`config.mk`:
```
export PLATFORM = sky130hd
export DESIGN_NAME = region_bin_occupancy_lister_top
export DESIGN_NICKNAME = d
export VERILOG_FILES = /design/src/rtl/rbol_pkg.sv /design/src/rtl/rbol_div.sv /design/src/rtl/region_bin_occupancy_lister_top.sv
export VERILOG_INCLUDE_DIRS = /design/src /design/src/rtl
export SDC_FILE = /design/constraint.sdc
export NUM_CORES = 1
export LEC_CHECK = 0
export BUFFER_PORTS_ARGS = -buffer_cell sky130_fd_sc_hd__buf_2
export CORE_ASPECT_RATIO = 1.75
export CORE_MARGIN = 1.5
export CORE_UTILIZATION = 61
export CTS_CLUSTER_DIAMETER = 30
export DETAILED_ROUTE_END_ITERATION = 6
export HOLD_SLACK_MARGIN = 0.05
export PLACE_DENSITY = 0.87
export SYNTH_ARGS = -nofsm -noshare
export SYNTH_HDL_FRONTEND = slang
export SYNTH_SLANG_ARGS = --single-unit
```
`constraint.sdc`:
```
create_clock -name clk -period 9.4 [get_ports clk]
set_input_delay 0.94 -clock clk [delete_from_list [all_inputs] [get_ports clk]]
set_output_delay 0.94 -clock clk [all_outputs]
set_load 0.005 [all_outputs]
```
`src/rtl/region_bin_occupancy_lister_top_defines.svh`:
```
// Assertion macros shared by the region bin occupancy lister RTL.
// Both forms sample on the rising edge of clk; the first one is quiet
// while arst_n is low, the second one also checks during reset.
`ifndef REGION_BIN_OCCUPANCY_LISTER_TOP_DEFINES_SVH
`define REGION_BIN_OCCUPANCY_LISTER_TOP_DEFINES_SVH

`ifndef SYNTHESIS
`define RBOL_ASSERT(lbl, prop, msg) \
	lbl: assert property (@(posedge clk) disable iff (!arst_n) prop) \
		else $error(msg);
`define RBOL_ASSERT_RST(lbl, prop, msg) \
	lbl: assert property (@(posedge clk) prop) \
		else $error(msg);
`else
`define RBOL_ASSERT(lbl, prop, msg)
`define RBOL_ASSERT_RST(lbl, prop, msg)
`endif

`endif

```
`src/rtl/rbol_pkg.sv`:
```
`timescale 1ns / 1ps

package rbol_pkg;

	// Grid limits
	localparam int MAX_BINS   = 8;
	localparam int CNT_W      = 4;   // holds 0..MAX_BINS+1
	localparam int IDX_W      = 6;   // linear bin index
	localparam int TOUCH_W    = 7;   // 0..64
	localparam int NUM_W      = 35;  // signed numerator of one division
	localparam int BSIZE_W    = 31;

	// Register indexes of the configuration port
	localparam logic [2:0] REG_ORIGIN_X = 3'd0;
	localparam logic [2:0] REG_ORIGIN_Y = 3'd1;
	localparam logic [2:0] REG_BSIZE_X  = 3'd2;
	localparam logic [2:0] REG_BSIZE_Y  = 3'd3;
	localparam logic [2:0] REG_BINS_X   = 3'd4;
	localparam logic [2:0] REG_BINS_Y   = 3'd5;

	// Command codes
	localparam logic CMD_ADD   = 1'b0;
	localparam logic CMD_QUERY = 1'b1;

	// Result kinds
	localparam logic [1:0] KIND_ADD  = 2'd0;
	localparam logic [1:0] KIND_BIN  = 2'd1;
	localparam logic [1:0] KIND_NONE = 2'd2;

	// Request to the shared divider
	typedef struct packed {
		logic                  start;
		logic [NUM_W-1:0]      num;
		logic [BSIZE_W-1:0]    den;
	} div_req_t;

	// Status from the shared divider
	typedef struct packed {
		logic                  done;
		logic                  neg;
		logic [CNT_W-1:0]      quo;
	} div_res_t;

endpackage

```
`src/rtl/rbol_div.sv`:
```
`timescale 1ns / 1ps
`include "region_bin_occupancy_lister_top_defines.svh"

// Floor division by repeated subtraction, quotient capped at MAX_BINS.
// A negative numerator finishes at once with neg set.
module rbol_div (
	input  logic              clk,
	input  logic              arst_n,
	input  rbol_pkg::div_req_t req,
	output rbol_pkg::div_res_t res
);
	import rbol_pkg::*;

	logic                       busy_q;
	logic                       neg_q;
	logic [CNT_W-1:0]           quo_q;
	logic [NUM_W-2:0]           rem_q;
	logic [BSIZE_W-1:0]         den_q;
	logic                       step;

	// One subtraction per cycle while the divisor still fits and the quotient is below MAX_BINS
	assign step = busy_q && !neg_q && (rem_q >= {3'b000, den_q})
		&& (quo_q < CNT_W'(MAX_BINS));

	assign res.done = busy_q && !step;
	assign res.neg  = neg_q;
	assign res.quo  = quo_q;

	// Control and quotient
	always_ff @(posedge clk or negedge arst_n) begin
		if (!arst_n) begin
			busy_q <= 1'b0;
			neg_q  <= 1'b0;
			quo_q  <= '0;
		end else if (req.start) begin
			busy_q <= 1'b1;
			neg_q  <= req.num[NUM_W-1];
			quo_q  <= '0;
		end else if (step) begin
			quo_q <= quo_q + CNT_W'(1);
		end else if (busy_q) begin
			busy_q <= 1'b0;
		end
	end

	// Remainder and divisor
	always_ff @(posedge clk) begin
		if (req.start) begin
			rem_q <= req.num[NUM_W-2:0];
			den_q <= req.den;
		end else if (step) begin
			rem_q <= rem_q - {3'b000, den_q};
		end
	end

	`RBOL_ASSERT(a_start_idle, req.start |-> !busy_q, "divider started while busy")
	`RBOL_ASSERT(a_quo_cap, busy_q |-> (quo_q <= CNT_W'(MAX_BINS)), "quotient above cap")
	`RBOL_ASSERT(a_done_ends, (res.done && !req.start) |=> !busy_q, "divider kept running")

endmodule

```
`src/rtl/region_bin_occupancy_lister_top.sv`:
```
`timescale 1ns / 1ps
// Sequence: an accept state, then four capped divisions on one shared subtract unit,
// a setup state, one walk step per bin of the clamped range (up to 64), a step to leave
// the walk and a finish state; output stalls can hold the walk and the finish.
// Throughput: one item at a time; the next beat is taken after the last result is loaded.
// Reset (arst_n low): presence bitmap cleared, origins 0, bin sizes and counts 1.
`include "region_bin_occupancy_lister_top_defines.svh"

module region_bin_occupancy_lister_top (
	input  logic         clk,
	input  logic         arst_n,
	// configuration write port
	input  logic         cfg_we,
	input  logic [2:0]   cfg_index,
	input  logic [31:0]  cfg_data,
	// input stream
	input  logic         s_tvalid,
	output logic         s_tready,
	input  logic [127:0] s_tdata,  // offset_x[31:0], offset_y[63:32], size_x[94:64],
	                               // size_y[125:95], zero[127:126]
	input  logic         s_tuser,  // command
	// result stream
	output logic         m_tvalid,
	input  logic         m_tready,
	output logic [15:0]  m_tdata,  // bin_index[5:0], bins_touched[12:6], zero[15:13]
	output logic [1:0]   m_tuser,  // kind
	output logic         m_tlast
);
	import rbol_pkg::*;

	localparam logic [2:0] S_IDLE   = 3'd0;
	localparam logic [2:0] S_START  = 3'd1;
	localparam logic [2:0] S_WAIT   = 3'd2;
	localparam logic [2:0] S_SETUP  = 3'd3;
	localparam logic [2:0] S_WALK   = 3'd4;
	localparam logic [2:0] S_FINISH = 3'd5;

	// configuration
	logic signed [31:0]    origin_x_q, origin_y_q;
	logic [BSIZE_W-1:0]    bsize_x_q, bsize_y_q;
	logic [3:0]            bins_x_q, bins_y_q;

	// item
	logic                  cmd_q;
	logic signed [31:0]    off_x_q, off_y_q;
	logic [BSIZE_W-1:0]    size_x_q, size_y_q;

	// sequencer
	logic [2:0]            state_q;
	logic [1:0]            d_q;
	logic [CNT_W-1:0]      fx_q, sx_q, fy_q, sy_q;
	logic [CNT_W-1:0]      ix_q, iy_q;
	logic [TOUCH_W-1:0]    cnt_q;
	logic                  pend_valid_q;
	logic [IDX_W-1:0]      pend_idx_q;
	logic [TOUCH_W-1:0]    pend_cnt_q;
	logic [63:0]           present_q;

	// output register
	logic                  out_valid_q;
	logic [1:0]            out_kind_q;
	logic [IDX_W-1:0]      out_idx_q;
	logic [TOUCH_W-1:0]    out_cnt_q;
	logic                  out_last_q;

	div_req_t              dreq;
	div_res_t              dres;

	logic [CNT_W-1:0]      nx, ny, n_sel;
	logic [BSIZE_W-1:0]    bs_sel, sz_sel;
	logic signed [31:0]    off_sel, org_sel;
	logic signed [NUM_W-1:0] rel;
	logic [CNT_W-1:0]      q_inc, s_val, f_val, fx_c, fy_c;
	logic [7:0]            lin_w;
	logic [IDX_W-1:0]      lin;
	logic                  in_rng, hit, row_end, can_load, walk_go;
	logic                  out_load;
	logic [1:0]            out_kind_d;
	logic [IDX_W-1:0]      out_idx_d;
	logic [TOUCH_W-1:0]    out_cnt_d;
	logic                  out_last_d;

	rbol_div u_div (
		.clk    (clk),
		.arst_n (arst_n),
		.req    (dreq),
		.res    (dres)
	);

	// Saturate bin counts to the grid size
	assign nx = (bins_x_q > CNT_W'(MAX_BINS)) ? CNT_W'(MAX_BINS) : bins_x_q;
	assign ny = (bins_y_q > CNT_W'(MAX_BINS)) ? CNT_W'(MAX_BINS) : bins_y_q;

	// Select the dimension of the current division
	always_comb begin
		if (d_q[1]) begin
			off_sel = off_y_q;
			org_sel = origin_y_q;
			bs_sel  = (bsize_y_q == '0) ? BSIZE_W'(1) : bsize_y_q;
			sz_sel  = size_y_q;
			n_sel   = ny;
		end else begin
			off_sel = off_x_q;
			org_sel = origin_x_q;
			bs_sel  = (bsize_x_q == '0) ? BSIZE_W'(1) : bsize_x_q;
			sz_sel  = size_x_q;
			n_sel   = nx;
		end
	end

	// Numerator: offset minus origin, plus size minus one for the stop bound
	assign rel = {{3{off_sel[31]}}, off_sel} - {{3{org_sel[31]}}, org_sel};
	assign dreq.start = (state_q == S_START);
	assign dreq.num   = d_q[0] ? (rel + {4'b0000, sz_sel} - NUM_W'(1)) : rel;
	assign dreq.den   = bs_sel;

	// Clamp the division result to the grid
	assign q_inc = dres.quo + CNT_W'(1);
	assign f_val = dres.neg ? '0 : dres.quo;
	assign s_val = (sz_sel == '0 || dres.neg) ? '0 : ((q_inc > n_sel) ? n_sel : q_inc);
	assign fx_c  = (fx_q > sx_q) ? sx_q : fx_q;
	assign fy_c  = (fy_q > sy_q) ? sy_q : fy_q;

	// Walk position
	assign lin_w    = 8'(ix_q) * 8'(ny) + 8'(iy_q);
	assign lin      = lin_w[IDX_W-1:0];
	assign in_rng   = (ix_q < sx_q) && (iy_q < sy_q);
	assign hit      = present_q[lin];
	assign row_end  = ((iy_q + CNT_W'(1)) >= sy_q);
	assign can_load = !out_valid_q || m_tready;
	assign walk_go  = in_rng && (cmd_q == CMD_ADD || !hit || !pend_valid_q || can_load);

	// Load the output register
	always_comb begin
		out_load   = 1'b0;
		out_kind_d = KIND_BIN;
		out_idx_d  = pend_idx_q;
		out_cnt_d  = pend_cnt_q;
		out_last_d = 1'b0;
		case (state_q)
			S_WALK: begin
				if (in_rng && cmd_q == CMD_QUERY && hit && pend_valid_q && can_load)
					out_load = 1'b1;
			end
			S_FINISH: begin
				out_load   = can_load;
				out_last_d = 1'b1;
				if (cmd_q == CMD_ADD) begin
					out_kind_d = KIND_ADD;
					out_idx_d  = '0;
					out_cnt_d  = cnt_q;
				end else if (!pend_valid_q) begin
					out_kind_d = KIND_NONE;
					out_idx_d  = '0;
					out_cnt_d  = '0;
				end
			end
			default: out_load = 1'b0;
		endcase
	end

	// Configuration registers
	always_ff @(posedge clk or negedge arst_n) begin
		if (!arst_n) begin
			origin_x_q <= '0;
			origin_y_q <= '0;
			bsize_x_q  <= BSIZE_W'(1);
			bsize_y_q  <= BSIZE_W'(1);
			bins_x_q   <= 4'd1;
			bins_y_q   <= 4'd1;
		end else if (cfg_we) begin
			case (cfg_index)
				REG_ORIGIN_X: origin_x_q <= cfg_data;
				REG_ORIGIN_Y: origin_y_q <= cfg_data;
				REG_BSIZE_X:  bsize_x_q  <= cfg_data[BSIZE_W-1:0];
				REG_BSIZE_Y:  bsize_y_q  <= cfg_data[BSIZE_W-1:0];
				REG_BINS_X:   bins_x_q   <= cfg_data[3:0];
				REG_BINS_Y:   bins_y_q   <= cfg_data[3:0];
				default: ;
			endcase
		end
	end

	// Capture the input beat
	always_ff @(posedge clk) begin
		if (s_tvalid && s_tready) begin
			cmd_q    <= s_tuser;
			off_x_q  <= s_tdata[31:0];
			off_y_q  <= s_tdata[63:32];
			size_x_q <= s_tdata[94:64];
			size_y_q <= s_tdata[125:95];
		end
	end

	// Sequencer
	always_ff @(posedge clk or negedge arst_n) begin
		if (!arst_n) begin
			state_q      <= S_IDLE;
			d_q          <= '0;
			fx_q         <= '0;
			sx_q         <= '0;
			fy_q         <= '0;
			sy_q         <= '0;
			ix_q         <= '0;
			iy_q         <= '0;
			cnt_q        <= '0;
			pend_valid_q <= 1'b0;
			pend_idx_q   <= '0;
			pend_cnt_q   <= '0;
			present_q    <= '0;
		end else begin
			case (state_q)
				S_IDLE: begin
					if (s_tvalid) begin
						d_q     <= '0;
						state_q <= S_START;
					end
				end
				S_START: state_q <= S_WAIT;
				S_WAIT: begin
					if (dres.done) begin
						case (d_q)
							2'd0: fx_q <= f_val;
							2'd1: sx_q <= s_val;
							2'd2: fy_q <= f_val;
							default: sy_q <= s_val;
						endcase
						d_q     <= d_q + 2'd1;
						state_q <= (d_q == 2'd3) ? S_SETUP : S_START;
					end
				end
				S_SETUP: begin
					fx_q         <= fx_c;
					fy_q         <= fy_c;
					ix_q         <= fx_c;
					iy_q         <= fy_c;
					cnt_q        <= '0;
					pend_valid_q <= 1'b0;
					state_q      <= S_WALK;
				end
				S_WALK: begin
					if (!in_rng) begin
						state_q <= S_FINISH;
					end else if (walk_go) begin
						// mark or list this bin, then step row-major
						if (cmd_q == CMD_ADD) begin
							present_q[lin] <= 1'b1;
							cnt_q          <= cnt_q + TOUCH_W'(1);
						end else if (hit) begin
							pend_valid_q <= 1'b1;
							pend_idx_q   <= lin;
							pend_cnt_q   <= cnt_q + TOUCH_W'(1);
							cnt_q        <= cnt_q + TOUCH_W'(1);
						end
						if (row_end) begin
							iy_q <= fy_q;
							ix_q <= ix_q + CNT_W'(1);
						end else begin
							iy_q <= iy_q + CNT_W'(1);
						end
					end
				end
				S_FINISH: begin
					if (can_load) begin
						pend_valid_q <= 1'b0;
						state_q      <= S_IDLE;
					end
				end
				default: state_q <= S_IDLE;
			endcase
		end
	end

	// Output register: hold until taken
	always_ff @(posedge clk or negedge arst_n) begin
		if (!arst_n) begin
			out_valid_q <= 1'b0;
		end else if (out_load) begin
			out_valid_q <= 1'b1;
		end else if (m_tready) begin
			out_valid_q <= 1'b0;
		end
	end

	always_ff @(posedge clk) begin
		if (out_load) begin
			out_kind_q <= out_kind_d;
			out_idx_q  <= out_idx_d;
			out_cnt_q  <= out_cnt_d;
			out_last_q <= out_last_d;
		end
	end

	assign s_tready = (state_q == S_IDLE);
	assign m_tvalid = out_valid_q;
	assign m_tuser  = out_kind_q;
	assign m_tlast  = out_last_q;
	assign m_tdata  = {3'b000, out_cnt_q, out_idx_q};

	`RBOL_ASSERT(a_walk_in_grid, (state_q == S_WALK && in_rng) |-> (lin_w < 8'd64), "walk left grid")
	`RBOL_ASSERT(a_none_is_last, (m_tvalid && m_tuser == KIND_NONE) |-> (m_tlast && out_cnt_q == '0), "empty query beat malformed")
	`RBOL_ASSERT_RST(a_idle_no_pend, (state_q == S_IDLE) |-> !pend_valid_q, "pending bin left behind")

endmodule
```
==> summary.md <==
| Metric | Value |
|---|---|
| Status | finished, final reports clean |
| Most frequent cells in the layout | 250 x dfrtp_1, 208 x edfxtp_1, 183 x buf_2 |
| Clk slew on worst S/H paths | 0.06 ns |
| Crit share post-route | 72.79% |
| Via density per instance | 6.275 |
| Vias in the first global route | 20.84k |
| Critical Path RT | 9.82 ns |
| Fin crit period | 6.842 ns |
| Worst Hold Class | input pin to asynchronous set/reset pin |
| Sw frac | 45.12% |
| Post-synth ARST share | 55.08% |
| Post-synthesis mux area share | 12.14% |
| Switching pwr | 5883 uW |
| Skew-Pair Late Insertion Delay | 0.60 ns |
| Post-CTS Setup Inserts | 0 |
| DR iter-0 viols | 1459 |
| Starting Density | 61.85% |
| Worst-margin pin slew | 1.267 ns |
| H-Tree Depth | 3 |
| Max_cap viols | 0 |
| DP HPWL | 50.35 mm |
| Die Y | 277.8 um |
| R2R setup slack | 2.56 ns |
| WL per Instance | 22.15 um |
| Largest family of logic cells by synthesized area | compound AO/OA/AOI/OAI gates |
| Gp weighted congestion | 0.9777 |
| Port bufs | 184 |
| Yosys reg bits | 463 |
| Commonest non-fill, non-tap cell in the layout | dfrtp_1 |
| Pin count of the biggest net entering global routing | 106 |
| Crit-path max FO | 58 |
| Pins over their slew limit | 0 |
| Crit Path Category | register to register |
| CTS resizes | 0 |
| P_int | 7154 uW |
| Simple-Gate Fraction of Synth Area | 9.952% |
| Combinational power share | 57.0% |
| Reg area | 12640 um2 |
| Crit Reg-Reg Startpoint | d_q[1]$_DFFE_PN0P_ |
| Post-Syn Area | 26310 um2 |
| Hold buffers post-CTS | 0 |
| Seq pwr share | 23.3% |
| Slew Limit Headroom | 15.46% |
| Area delta synth->final | 14.31% |
| Yosys top cell area share | 23.87% |
| VDD IR-drop max | 0.2390 mV |
| Setup Viol. Count Final | 0 |
| Cell Area, Placed | 27750 um2 |
| Antenna violations before repair | 2 |
| GRT Total Usage | 31.26% |
| Worst reg2reg path depth | 21 |
| Distinct cells, synth | 95 |
| Die Area | 44440 um2 |
| Final TNS setup | 0 ns |
| Post-Synth XOR/XNOR Area | 3.096% |
| Vias | 19.65k |
| Final-layout fill cell count | 2910 |
| Area leader, netlist | dfrtp_1 |
| Drt total wl | 69.36 mm |
| Mean post-synth cell area | 11.37 um2 |
| Clock share of power | 19.7% |
| Die W | 160 um |
| CTS tree | yes |
| Antenna Nets Post-Route | 0 |
| Core area | 42540 um2 |
| Final instance area | 30080 um2 |
| Synth Flop Type | dfrtp_1 |
| Layout cells sized above 1 | 21.60% |
| Post-synth EDFFs | 208 |
| Number of buffers created by CTS | 67 |
| Leakage | 0.01345 uW |
| Crit path launch type | register |
| Seq/Total Area, Yosys | 48.01% |
| Global-route wire length before repair | 108.2 mm |
| Final Hold Fails | 0 |
| IO Pins | 190 |
| Combined area of the multi-input logic cells | 12780 um2 |
| Worst Path Arrival | 7.26 ns |
| Synthesis Warnings | 0 |
| Overflow after GRT | 0 |
| Maximum clock path buffer count | 3 |
| RSZ-0062 raised after global routing | no |
| Fmax | 0.1462 GHz |
| FF-to-FF End | u_div.rem_q[28]$_DFFE_PP_ |
| # clock sinks | 463 |
| Layout Skew | 0.01992 ns |
| Rows | 100 |
| Cell Pwr Density | 433.4 nW/um2 |
| CP Capture Type | register |
| Adder-cell share of the synthesized area | 8.673% |
| Synth Area in Compound Gates | 14.60% |
| Nets | 2860 |
| Top post-synthesis cells by area | dfrtp_1 24%, edfxtp_1 24%, ha_1 8.0%, mux2_2 7.7%, mux2i_1 3.6% |
| DRC violations left | 0 |
| Iteration count of the initial detailed-routing pass | 7 |
| Synthesized instance count | 2315 |
| Root Driver | clkbuf_16 |
-- registers in the layout, indices dropped and copies added, names as in the netlist, 6 cells and up --
signal / flops
bsize_x_q: 31
bsize_y_q: 31
cnt_q: 7
off_x_q: 32
off_y_q: 32
origin_x_q: 32
origin_y_q: 32
out_cnt_q: 7
out_idx_q: 6
pend_cnt_q: 7
pend_idx_q: 6
present_q: 64
size_x_q: 31
size_y_q: 31
u_div.den_q: 31
u_div.rem_q: 34
-- cell families (layout without fill, tap and decap cells) --
kind of cell / Yosys count / in the layout
compound gates: 552 / 552
fa+ha+maj: 177 / 177
buf+inv: 227 / 479
simple gates: 515 / 515
xor+xnor: 93 / 93
mux: 287 / 287
other cells: 1 / 5
flops: 463 / 463
-- per-stage QoR --
stage / utilization [%] / total power (uW) / worst slack, ns / instances / hold WS (ns)
floorplan: - / 8393 / 2.860 / 2317 / 0.4193
global placement: 65.24 / 9988 / 2.780 / 3006 / 0.4293
detailed placement: 65.24 / 10240 / 2.682 / 3006 / 0.4364
CTS: 70.69 / 12900 / 2.663 / 3130 / 0.4127
global route: 70.71 / 13820 / 2.350 / 3132 / 0.4322
finish: 70.71 / 13040 / 2.558 / 3132 / 0.3904
-- per-layer routing --
| layer | part of all wire, % | GRT usage (%) | vias to the layer above |
|---|---|---|---|
| met4 | 8.0 | 25.47 | 0 |
| met3 | 4.3 | 3.992 | 269 |
| met2 | 54 | 57.50 | 745 |
| li1 | - | - | 8973 |
| met5 | 0 | 0 | - |
| met1 | 34 | 31.18 | 9667 |
-- power groups by stage --
| stage | Sequential (uW) | Clock, uW | Combinational, uW |
|---|---|---|---|
| 2_1_floorplan | 2950 | 0 | 5440 |
| 3_3_place_gp | 3030 | 0 | 6960 |
| 3_5_place_dp | 3060 | 0 | 7180 |
| 4_1_cts | 3030 | 2590 | 7280 |
| 5_1_grt | 3080 | 2670 | 8070 |
| 6_report | 3040 | 2570 | 7430 |
-- worst max-delay path, cell delays in order (launching register included) --
cell      delay, ns
dfrtp_4        0.97
mux2_2         0.43
ha_1           0.39
a21oi_1        0.22
o21bai_1       0.19
nor3b_1        0.61
a21oi_1        0.22
or3_1          0.39
a21oi_1        0.18
xor2_1         0.40
ha_1           0.31
inv_1          0.05
ha_1           0.29
a21o_1         0.23
a211o_1        0.30
or3_1          0.31
o21ai_0        0.13
a21oi_1        0.11
a221oi_1       0.34
xnor2_1        0.18
nor2_1         0.07
a211oi_1       0.23
-- synthesized netlist by cell type, types with 14 or more instances --
cell type	instances
dfrtp_1	251
edfxtp_1	208
mux2_2	180
ha_1	168
inv_1	153
nand2_1	134
a21oi_1	123
a21o_1	108
nor2_1	108
mux2i_1	95
o21ai_0	84
xnor2_1	50
xor2_1	43
clkbuf_1	42
nor3_1	38
a22o_1	37
nand3_1	37
nand2b_1	32
nor2b_1	29
and2_1	24
o211ai_1	23
a211oi_1	22
nand4_1	21
nor4_1	20
or3_1	18
o21a_1	17
a31oi_1	14
-- worst max path at each step --
stage / startpoint / to / slack (ns)
final: d_q[1]$_DFFE_PN0P_ / u_div.rem_q[28]$_DFFE_PP_ / 2.56
after global routing: d_q[1]$_DFFE_PN0P_ / u_div.rem_q[30]$_DFFE_PP_ / 2.35
after CTS: d_q[1]$_DFFE_PN0P_ / u_div.rem_q[28]$_DFFE_PP_ / 2.66
after detailed placement: d_q[1]$_DFFE_PN0P_ / u_div.rem_q[28]$_DFFE_PP_ / 2.68
after global placement: d_q[1]$_DFFE_PN0P_ / u_div.rem_q[28]$_DFFE_PP_ / 2.78
after floorplan: d_q[1]$_DFFE_PN0P_ / u_div.rem_q[29]$_DFFE_PP_ / 2.86
-- area by class of cell --
type                       instances  share of cell area (%)
antenna                            2                 0.01664
timing repair buffer             201                   3.519
multi-input combinational       1627                   42.48
clock inverter                    53                   1.951
inverter                         154                   1.922
sequential                       463                   42.01
clock buffer                      71                   5.765
tap                              561                   2.334
Note: power is estimated with default switching activity, not from simulation.
